## src/rtl/grid_cell_detection_confirm_unit_macros.svh

```systemverilog
// Assertion macros for the grid cell detection confirm unit.
// Each macro expects clk and rst_n in scope.
`ifndef GRID_CELL_DETECTION_CONFIRM_UNIT_MACROS_SVH
`define GRID_CELL_DETECTION_CONFIRM_UNIT_MACROS_SVH

// Same-cycle implication, checked outside reset
`define GCDC_ASSERT_SAME(label, ante, cons) \
    label: assert property (@(posedge clk) disable iff (!rst_n) (ante) |-> (cons)) \
        else $error("gcdc assertion failed");

// Next-cycle implication, checked outside reset
`define GCDC_ASSERT_NEXT(label, ante, cons) \
    label: assert property (@(posedge clk) disable iff (!rst_n) (ante) |=> (cons)) \
        else $error("gcdc assertion failed");

`endif

```

## src/rtl/gcdc_pkg.sv

```systemverilog
`timescale 1ns / 1ps
`default_nettype none

package gcdc_pkg;

    // Default geometry
    localparam int GRID_SIZE_DEF  = 15;
    localparam int COUNT_BITS_DEF = 4;

    // Item field widths
    localparam int POS_W = 4;

    // Configuration port
    localparam int APB_ADDR_W = 3;
    localparam int APB_DATA_W = 32;
    localparam int THR_BITS   = 4;
    localparam logic [THR_BITS-1:0] THR_RESET = 4'd3;

    // Register index, taken from paddr[2]
    localparam logic REG_THRESHOLD = 1'b0;

    // Item commands
    localparam logic CMD_DETECT = 1'b0;
    localparam logic CMD_EOF    = 1'b1;

endpackage

`default_nettype wire

```

## src/rtl/gcdc_ram.sv

```systemverilog
`timescale 1ns / 1ps
`default_nettype none

module gcdc_ram #(
    parameter int WIDTH = 5,
    parameter int DEPTH = 225
) (
    input  wire logic                     clk,
    input  wire logic                     we,
    input  wire logic [$clog2(DEPTH)-1:0] waddr,
    input  wire logic [WIDTH-1:0]         wdata,
    input  wire logic                     re,
    input  wire logic [$clog2(DEPTH)-1:0] raddr,
    output logic      [WIDTH-1:0]         rdata
);

    logic [WIDTH-1:0] mem_reg [DEPTH];
    logic [WIDTH-1:0] rdata_reg;

    // Write port
    always_ff @(posedge clk)
    begin
        if (we)
        begin
            mem_reg[waddr] <= wdata;
        end
    end

    // Registered read port
    always_ff @(posedge clk)
    begin
        if (re)
        begin
            rdata_reg <= mem_reg[raddr];
        end
    end

    assign rdata = rdata_reg;

endmodule

`default_nettype wire

```

## src/rtl/grid_cell_detection_confirm_unit.sv

```systemverilog
`timescale 1ns / 1ps
`default_nettype none
// Channel   | Signals                                   | Transfer when
// ----------+-------------------------------------------+------------------------------
// item in   | start, busy, cmd, cell_row, cell_col,      | start && !busy at clk rise
//           | is_white                                  |
// result    | piece_valid, piece_row, piece_col,         | piece_valid (one cycle)
//           | piece_white                               |
// config    | psel, penable, pwrite, paddr, pwdata,      | psel && penable && pwrite
//           | prdata, pready                            |
//
// One item per cycle; busy is always low. A confirmation reaches the result
// ports through the candidate RAM read, registered alongside the stage 1 registers,
// and then the update and the result register.
// Reset clears all per-cell flag vectors (candidate valid, seen, board occupied)
// at once; the candidate RAM needs no clearing pass.
// The result side cannot stall; nothing on the input side waits for it.

module grid_cell_detection_confirm_unit #(
    parameter int GRID_SIZE  = gcdc_pkg::GRID_SIZE_DEF,
    parameter int COUNT_BITS = gcdc_pkg::COUNT_BITS_DEF
) (
    input  wire logic                            clk,
    input  wire logic                            rst_n,
    // item input
    input  wire logic                            start,
    output logic                                 busy,
    input  wire logic                            cmd,
    input  wire logic [gcdc_pkg::POS_W-1:0]      cell_row,
    input  wire logic [gcdc_pkg::POS_W-1:0]      cell_col,
    input  wire logic                            is_white,
    // result output
    output logic                                 piece_valid,
    output logic      [gcdc_pkg::POS_W-1:0]      piece_row,
    output logic      [gcdc_pkg::POS_W-1:0]      piece_col,
    output logic                                 piece_white,
    // configuration port
    input  wire logic                            psel,
    input  wire logic                            penable,
    input  wire logic                            pwrite,
    input  wire logic [gcdc_pkg::APB_ADDR_W-1:0] paddr,
    input  wire logic [gcdc_pkg::APB_DATA_W-1:0] pwdata,
    output logic      [gcdc_pkg::APB_DATA_W-1:0] prdata,
    output logic                                 pready
);

    import gcdc_pkg::*;

    `include "grid_cell_detection_confirm_unit_macros.svh"

    localparam int CELLS  = GRID_SIZE * GRID_SIZE;
    localparam int CELL_W = $clog2(CELLS);
    localparam int CMP_W  = (COUNT_BITS > THR_BITS) ? COUNT_BITS : THR_BITS;
    localparam int RAM_W  = COUNT_BITS + 1;
    localparam logic [POS_W+1:0] GRID_LIM = (POS_W + 2)'(GRID_SIZE);

    // ------------------------------------------------------------------
    // Configuration register
    // ------------------------------------------------------------------
    logic [THR_BITS-1:0] thr_reg;
    logic                cfg_wr;

    assign pready = 1'b1;
    assign cfg_wr = psel && penable && pwrite && pready;

    always_ff @(posedge clk or negedge rst_n)
    begin
        if (!rst_n)
        begin
            thr_reg <= THR_RESET;
        end
        else if (cfg_wr && (paddr[2] == REG_THRESHOLD))
        begin
            thr_reg <= pwdata[THR_BITS-1:0];
        end
    end

    // Read back
    always_comb
    begin
        prdata = '0;
        if (paddr[2] == REG_THRESHOLD)
        begin
            prdata = APB_DATA_W'(thr_reg);
        end
    end

    // ------------------------------------------------------------------
    // Input transfer and cell index
    // ------------------------------------------------------------------
    logic              accept;
    logic              in_grid;
    logic [CELL_W-1:0] in_idx;

    assign busy    = 1'b0;
    assign accept  = start && !busy;
    assign in_grid = ({2'b00, cell_row} < GRID_LIM) && ({2'b00, cell_col} < GRID_LIM);
    assign in_idx  = CELL_W'(cell_row) * CELL_W'(GRID_SIZE) + CELL_W'(cell_col);

    // ------------------------------------------------------------------
    // Stage 1 registers: item waiting for its RAM read data
    // ------------------------------------------------------------------
    logic              s1_valid_reg;
    logic              s1_cmd_reg;
    logic              s1_in_grid_reg;
    logic [POS_W-1:0]  s1_row_reg;
    logic [POS_W-1:0]  s1_col_reg;
    logic              s1_white_reg;
    logic [CELL_W-1:0] s1_idx_reg;

    always_ff @(posedge clk or negedge rst_n)
    begin
        if (!rst_n)
        begin
            s1_valid_reg <= 1'b0;
        end
        else
        begin
            s1_valid_reg <= accept;
        end
    end

    always_ff @(posedge clk)
    begin
        if (accept)
        begin
            s1_cmd_reg     <= cmd;
            s1_in_grid_reg <= in_grid;
            s1_row_reg     <= cell_row;
            s1_col_reg     <= cell_col;
            s1_white_reg   <= is_white;
            s1_idx_reg     <= in_idx;
        end
    end

    // ------------------------------------------------------------------
    // Per-cell state: flags in flops, candidate colour/count in RAM
    // ------------------------------------------------------------------
    logic [CELLS-1:0] cand_valid_reg, cand_valid_next;
    logic [CELLS-1:0] seen_reg, seen_next;
    logic [CELLS-1:0] board_full_reg, board_full_next;

    logic             ram_we;
    logic [RAM_W-1:0] ram_wdata;
    logic [RAM_W-1:0] ram_rdata;

    gcdc_ram #(
        .WIDTH (RAM_W),
        .DEPTH (CELLS)
    ) u_cand_ram (
        .clk   (clk),
        .we    (ram_we),
        .waddr (s1_idx_reg),
        .wdata (ram_wdata),
        .re    (accept),
        .raddr (in_idx),
        .rdata (ram_rdata)
    );

    // Forward the last write when the next item hits the same cell
    logic             fwd_hit_reg;
    logic [RAM_W-1:0] fwd_data_reg;

    always_ff @(posedge clk or negedge rst_n)
    begin
        if (!rst_n)
        begin
            fwd_hit_reg <= 1'b0;
        end
        else
        begin
            fwd_hit_reg <= accept && ram_we && (s1_idx_reg == in_idx);
        end
    end

    always_ff @(posedge clk)
    begin
        if (ram_we)
        begin
            fwd_data_reg <= ram_wdata;
        end
    end

    // ------------------------------------------------------------------
    // Candidate update and confirmation
    // ------------------------------------------------------------------
    logic                  s1_det;
    logic                  s1_eof;
    logic [RAM_W-1:0]      cur_data;
    logic                  cur_valid;
    logic                  cur_white;
    logic [COUNT_BITS-1:0] cur_count;
    logic [COUNT_BITS-1:0] new_count;
    logic                  cand_match;
    logic                  confirm;

    assign s1_det    = s1_valid_reg && (s1_cmd_reg == CMD_DETECT) && s1_in_grid_reg;
    assign s1_eof    = s1_valid_reg && (s1_cmd_reg == CMD_EOF);
    assign cur_data  = fwd_hit_reg ? fwd_data_reg : ram_rdata;
    assign cur_white = cur_data[COUNT_BITS];
    assign cur_count = cur_data[COUNT_BITS-1:0];
    assign cur_valid = s1_det && cand_valid_reg[s1_idx_reg];

    assign cand_match = cur_valid && (cur_white == s1_white_reg);

    // Saturating count, restart at one on a new candidate
    always_comb
    begin
        if (!cand_match)
        begin
            new_count = COUNT_BITS'(1);
        end
        else if (&cur_count)
        begin
            new_count = cur_count;
        end
        else
        begin
            new_count = cur_count + COUNT_BITS'(1);
        end
    end

    assign confirm = s1_det && (CMP_W'(new_count) >= CMP_W'(thr_reg))
                     && !board_full_reg[s1_idx_reg];

    assign ram_we    = s1_det;
    assign ram_wdata = {s1_white_reg, new_count};

    // Flag vector updates; end of frame drops unseen candidates
    always_comb
    begin
        cand_valid_next = cand_valid_reg;
        seen_next       = seen_reg;
        board_full_next = board_full_reg;
        if (s1_eof)
        begin
            cand_valid_next = cand_valid_reg & seen_reg;
            seen_next       = '0;
        end
        else if (s1_det)
        begin
            cand_valid_next[s1_idx_reg] = 1'b1;
            seen_next[s1_idx_reg]       = 1'b1;
            if (confirm)
            begin
                board_full_next[s1_idx_reg] = 1'b1;
            end
        end
    end

    always_ff @(posedge clk or negedge rst_n)
    begin
        if (!rst_n)
        begin
            cand_valid_reg <= '0;
            seen_reg       <= '0;
            board_full_reg <= '0;
        end
        else
        begin
            cand_valid_reg <= cand_valid_next;
            seen_reg       <= seen_next;
            board_full_reg <= board_full_next;
        end
    end

    // ------------------------------------------------------------------
    // Result register
    // ------------------------------------------------------------------
    logic             piece_valid_reg;
    logic [POS_W-1:0] piece_row_reg;
    logic [POS_W-1:0] piece_col_reg;
    logic             piece_white_reg;

    always_ff @(posedge clk or negedge rst_n)
    begin
        if (!rst_n)
        begin
            piece_valid_reg <= 1'b0;
        end
        else
        begin
            piece_valid_reg <= confirm;
        end
    end

    always_ff @(posedge clk)
    begin
        if (confirm)
        begin
            piece_row_reg   <= s1_row_reg;
            piece_col_reg   <= s1_col_reg;
            piece_white_reg <= s1_white_reg;
        end
    end

    assign piece_valid = piece_valid_reg;
    assign piece_row   = piece_row_reg;
    assign piece_col   = piece_col_reg;
    assign piece_white = piece_white_reg;

    // ------------------------------------------------------------------
    // Assertions
    // ------------------------------------------------------------------
    `GCDC_ASSERT_SAME(a_result_from_detect, piece_valid_reg, $past(s1_det))
    `GCDC_ASSERT_NEXT(a_eof_clears_seen, s1_eof, seen_reg == '0)
    `GCDC_ASSERT_SAME(a_fwd_needs_item, fwd_hit_reg, s1_valid_reg)
    `GCDC_ASSERT_NEXT(a_board_sticky, confirm, board_full_reg != '0)

endmodule

`default_nettype wire
```

## config.mk

```make
export PLATFORM = sky130hd
export DESIGN_NAME = grid_cell_detection_confirm_unit
export DESIGN_NICKNAME = d
export VERILOG_FILES = /design/src/rtl/gcdc_pkg.sv /design/src/rtl/gcdc_ram.sv /design/src/rtl/grid_cell_detection_confirm_unit.sv
export VERILOG_INCLUDE_DIRS = /design/src /design/src/rtl
export SDC_FILE = /design/constraint.sdc
export NUM_CORES = 2
export LEC_CHECK = 0
export BUFFER_PORTS_ARGS = -buffer_cell sky130_fd_sc_hd__buf_2
export CORE_MARGIN = 3
export CORE_UTILIZATION = 45
export CTS_BUF_LIST = sky130_fd_sc_hd__clkbuf_2
export CTS_CLUSTER_DIAMETER = 40
export DETAILED_ROUTE_END_ITERATION = 16
export HOLD_SLACK_MARGIN = 0.12
export SLEW_MARGIN = 20
export SYNTH_ARGS = -nofsm -noshare
export SYNTH_HDL_FRONTEND = slang
export SYNTH_SLANG_ARGS = --single-unit
```

## constraint.sdc

```tcl
create_clock -name clk -period 19.3 [get_ports clk]
set_input_delay 2.895 -clock clk [delete_from_list [all_inputs] [get_ports clk]]
set_output_delay 2.895 -clock clk [all_outputs]
set_load 0.1 [all_outputs]
```

Word-level counts from Yosys, hierarchy flattened
Memories as Yosys holds them, arrays and structs flattened. A register that Yosys moved wholly into a read port is not among the register bits.
Cells that the tools add are included.

storage, ports and cells
  bits of input ports = 51
  bits in registers = 715
  bits in writable memories = 1,125
  output and inout port bits = 44
  memories = 1

memories
  memory              depth  width  rd ports  clocked after Yosys merged registers in  wr ports  line            source
  u_cand_ram.mem_reg  225    5      1         1                                        1         gcdc_ram.sv:17  logic [WIDTH-1:0] mem_reg [DEPTH];

cells by class
  bitwise gates (word level) = 7
  add/sub/neg operators = 2
  magnitude comparators = 5
  equal/unequal tests = 2
  multiplexer cells = 16
  multiply operators = 1
  reduce and logical (&&, ||, !) cells = 18

operator list
  operator             number
  $mux 225             4
  $or 225x225->225     3
  $and 225x225->225    1
  $bmux 1 s8           2
  $logic_and 1x1->1    14
  $mux 4               3
  $lt 8x9->1 const B   1
  $add 8x4->8          1
  $demux 1 s8          1
  $eq 8x8->1           1
  $ge 8x1->1 const B   1
  $lt 4x4->1 const B   2
  $mul 4x4->8 const B  1
  $mux 1               5
  $mux 5               1
  $add 4x1->4 const B  1
  $ge 4x4->1           1
  $reduce_and 4->1     1
  $not 1->1            3
  $reduce_and 3->1     1
  $reduce_bool 2->1    1
  $eq 1x1->1           1
  $logic_not 1->1      1

Longest topological paths before layout
  depth after elaboration = 10
  gate-level depth with buffers = 21
  depth with buffers taken out = 16

Modules after synthesis
Synthesis repeated with hierarchy kept, for this count alone.

unflattened totals
  cells, all modules = 4,817
  area total of the unflattened synthesis = 74,944.4 sq um

modules (own cells, without submodules)
  module                            cells each  area an instance (sq um)  times used  sequential area each (sq um)
  gcdc_ram                          2,238       44,552.7                  1           33,932.5
  grid_cell_detection_confirm_unit  2,579       30,391.6                  1           18,059.8

Worst setup path before layout
No wires, ideal clock.

  path type = flip-flop to flip-flop
  from = reg s1_white_reg
  to = reg piece_col_reg[0], in the netlist piece_col[0], enable pin
  buffers on the path = 1
  stages on the path, launching flop included = 12
  period minus slack after synthesis = 15,584 ps
  setup slack = 3,716 ps
  data required time = 18,983 ps
  data arrival time = 15,267 ps
  cell sequence = edfxtp_1 xnor2_1 a311oi_1 and4_1 nand2_1 a211oi_1 ha_1 a21o_1 nand4_1 nor3_4 clkbuf_1 o221a_2

on the way
  cells in the longest elaborated chain, start to end = 6

ends and longest elaborated chain
  item                      line                                     source
  start: declaration        grid_cell_detection_confirm_unit.sv:108  logic s1_white_reg;
  start signal: assignment  grid_cell_detection_confirm_unit.sv:131  s1_white_reg <= is_white;
  $eq 1x1->1                grid_cell_detection_confirm_unit.sv:204  assign cand_match = cur_valid && (cur_white == s1_white_reg);
  $logic_and 1x1->1         grid_cell_detection_confirm_unit.sv:204
  $mux 4                    grid_cell_detection_confirm_unit.sv:209  if (!cand_match)
  net new_count[3]          grid_cell_detection_confirm_unit.sv:193  logic [COUNT_BITS-1:0] new_count;
  $ge 4x4->1                grid_cell_detection_confirm_unit.sv:223  assign confirm = s1_det && (CMP_W'(new_count) >= CMP_W'(thr_reg))
  $logic_and 1x1->1         grid_cell_detection_confirm_unit.sv:223
  $logic_and 1x1->1         grid_cell_detection_confirm_unit.sv:224  && !board_full_reg[s1_idx_reg];
  net confirm               grid_cell_detection_confirm_unit.sv:195  logic confirm;
  end signal: assignment    grid_cell_detection_confirm_unit.sv:292  piece_col_reg <= s1_col_reg;
  end: declaration          grid_cell_detection_confirm_unit.sv:272  logic [POS_W-1:0] piece_col_reg;

The timed path passes the listed nets, and every way through them passes these cells.
A chain may end at the register's enable or synchronous reset.

Worst setup path after layout
  from = in cell_row[0] (netlist name)
  to = reg u_cand_ram.rdata_reg[2], in the netlist u_cand_ram.rdata[2], read port of u_cand_ram.mem_reg (data pin)

on the way
  cells in the longest elaborated chain, start to end = 2

ends and longest elaborated chain
  item                line                                    source
  start: declaration  grid_cell_detection_confirm_unit.sv:29  input wire logic [gcdc_pkg::POS_W-1:0] cell_row,
  $mul 4x4->8         grid_cell_detection_confirm_unit.sv:98  assign in_idx = CELL_W'(cell_row) * CELL_W'(GRID_SIZE) + CELL_W'(cell_col);
  $add 8x4->8         grid_cell_detection_confirm_unit.sv:98
  end: declaration    gcdc_ram.sv:18                          logic [WIDTH-1:0] rdata_reg;

Every way passes these cells.

==> results.cfg <==
[run_status]
status = complete, no violations

[finish]
final_nets = 4857
n_fill_cell = 14000
largest_reg_flops = 1125
drive_gt1_share_pct = 27.8
seq_area_sq_mm = 0.0520
stdcell_count = 7348
syn_to_final_growth_pct = 9.09
multiInputGateArea_sq_mm = 0.0207

[critical_path]
crit_path_end_kind = flop
path_cells = buf_2, fa_1, fa_1, inv_1, fa_1, inv_1, ha_1, xor2_4, clkinv_2, buf_4, buf_4, nor2_1, buf_4, a22oi_1, a21oi_1, a31oi_1, a31oi_1, a221o_1
max_stage_delay_ns = 0.54
required_ns = 20.79
critPathLaunchType = primary input
arrival_ns = 8.62
path_buf_inv = 7
path_max_fanout = 29
cp_slowest_cell = fa_1
crit_type = in -> reg
critPathTopFamily = buffers and inverters

[cts]
cts_resized = 0
clk_pin_slew_ns = 0.10
cts_root_buf = clkbuf_2
cts_hold_buf = 0
cts_buffers = 463
insertion_delay_ns = 1.82
cts.sinks = 1845
clk_path_buf_depth = 4
post_cts_buffers = 0
h-tree-depth = 5
cts_tree = done

[placed_design]
portBuffers = 34
gp_congestion = 0.796
place_inst = 6483
dpl.hpwl_mm = 109
pre_cts_ws_ns = 10.48

[logic_synthesis]
ys_seq_elements = 1845
synth_edf_count = 1163
synth_async_sr_flop_share_pct = 37.0
synthSimpleGateAreaFrac_pct = 3.25
synth_flop_cell = edfxtp_1
synth-compound-area-share_pct = 9.67
syn_area_sq_mm = 0.0745
yosysUniqueCellTypes = 66
synth-adder-area-share_pct = 0.574
synthMuxAreaShare_pct = 13.5
synth_xor_area_share_pct = 0.176
ys_seq_area_share_pct = 69.7
synth_area_per_cell_sq_um = 16.4
synth_top_family_by_area = multiplexers
yosysWarnings = 0
synth_cells = 4540

[grt]
grt_overflow = 0
grt_usage_pct = 22.8
grt_pass1_vias = 43600
antenna_found_initial = 7
grt_pass1_wl_mm = 288
grt_max_degree = 226

[floorplanning]
die-area_sq_mm = 0.171
num_rows = 148
die_h_microns = 413
core_area_sq_mm = 0.164
die_x_microns = 413
pin_count = 95
start_util_pct = 45.5

[timing]
setup_tns_ns = 0
fin_crit_ns = 7.12
worst_slack_ns = 12.18
max_freq_ghz = 0.140
slew-limit-headroom_pct = 23.9
grt_setup_unrepaired = no
worst_slew_pin_slew_ns = 1.14
setup_viol = 0
period_share_pct = 36.9
slew_viol_final = 0
holdWs_ns = 0.414
fin_skew_ns = 0.262
hold_viol_final = 0

[power]
power.density_mw_per_mm2 = 109
power_uw = 8840
ir_worst_vdd_v = 0.000129
leakage_uw = 0.0316

[detailed_routing]
dr.pass1.iters = 8
ant_nets = 0
drt-initial-drc-count = 4675
drc = 0
vias = 43200
wire_per_inst_microns = 26.2
drt_wl_total_mm = 193
viasPerCell = 5.88

[min_path]
min_path_type = reg -> reg

[job]
drv_cap = 0
## cells in the final DEF, fill, tap and decap left out, types with 30 or more instances in the layout
cell type and n:
nand2_1 143, a21oi_1 35, mux4_2 428, clkbuf_2 725, o41ai_1 95, mux2i_1 35
edfxtp_1 1163, a21o_1 199, a31o_2 32, o21ai_0 458, nor2_1 276, o41ai_2 33
o21a_1 47, inv_1 150, nand3_1 45, dfrtp_1 680, buf_4 85, clkinv_1 100
o21bai_1 49, buf_2 33, conb_1 30
## report_power, final
group	switching, uW	internal [uW]
registers	44.7	4270
logic	1380	522
clock network	1570	1060
total	2990	5850
## layer usage
metal	global-route usage [%]	vias to the layer above	share of wire [%]	wire, microns
li1	-	18400	-	-
met1	32.5	22800	43	82500
met2	35.3	1710	48	91700
met3	4.69	368	7.0	13500
met4	7.37	2	2.7	5180
met5	0	-	0.0067	13
## synthesized netlist by cell type (all sizes together) (23+ instances only)
cell type     n  area [sq um]
nor2        280          1050
o21bai       49           368
clkbuf      263           987
mux4        428          9640
dfrtp       680         17000
nand2       159           602
mux2i        35           350
ha           23           288
buf         125           694
o21a         47           353
nand3        51           255
inv         153           574
a22oi        27           203
edfxtp     1163         34900
a31o         32           280
a21oi        36           180
o21ai       458          2290
o41ai       128          1370
nor3         27           146
a21o        199          1490
## cells by family after synthesis
kind of cell,Yosys count
AO/OA/AOI/OAI,1060
XOR/XNOR,15
adder cells (fa/ha/maj),30
buffers and inverters,542
flip-flops,1845
multiplexers,472
other,2
AND/OR/NAND/NOR,574
## worst reg2reg max path: cells and delay by family (launching register included)
family / cells / cell delay (ns)
flip-flops: 1 / 0.38
AO/OA/AOI/OAI: 1 / 0.19
AND/OR/NAND/NOR: 3 / 0.68
buffers and inverters: 5 / 3.48
multiplexers: 2 / 1.16
## path summary, 6_finish.rpt
kind,cells past startpoint,to,start,slack (ns)
worst max-delay path,18,u_cand_ram.rdata[2]$_DFFE_PP_,cell_row[0],12.18
worst max register to register,11,u_cand_ram.mem_reg[184][0]$_DFFE_PP_,s1_idx_reg[0]$_DFFE_PP_,12.90
worst min-delay path,2,cand_valid_reg[76]$_DFFE_PN0P_,seen_reg[76]$_DFFE_PN0P_,0.41
max in group asynchronous,4,seen_reg[194]$_DFFE_PN0P_,rst_n,15.06
min in group asynchronous,1,seen_reg[184]$_DFFE_PN0P_,rst_n,1.25
worst min register to register,2,cand_valid_reg[76]$_DFFE_PN0P_,seen_reg[76]$_DFFE_PN0P_,0.41
## layout make-up
| type | instances | area share (%) |
|---|---|---|
| multi-input cells | 2181 | 25.4 |
| clock buffers | 725 | 4.46 |
| repair buffers | 131 | 1.32 |
| well taps | 2175 | 3.35 |
| clock inverters | 128 | 0.782 |
| inverters | 154 | 0.719 |
| flip-flops and latches | 1845 | 63.9 |
| diodes | 9 | 0.0277 |
## stage by stage
step                cell area (sq um)  utilization (%)
global route                    81300             49.7
CTS                             81200             49.6
floorplan                       74700                -
global placement                76900             47.0
detailed placement              76900             47.0
finish                          81300             49.7
(Power assumes the default switching activity.)
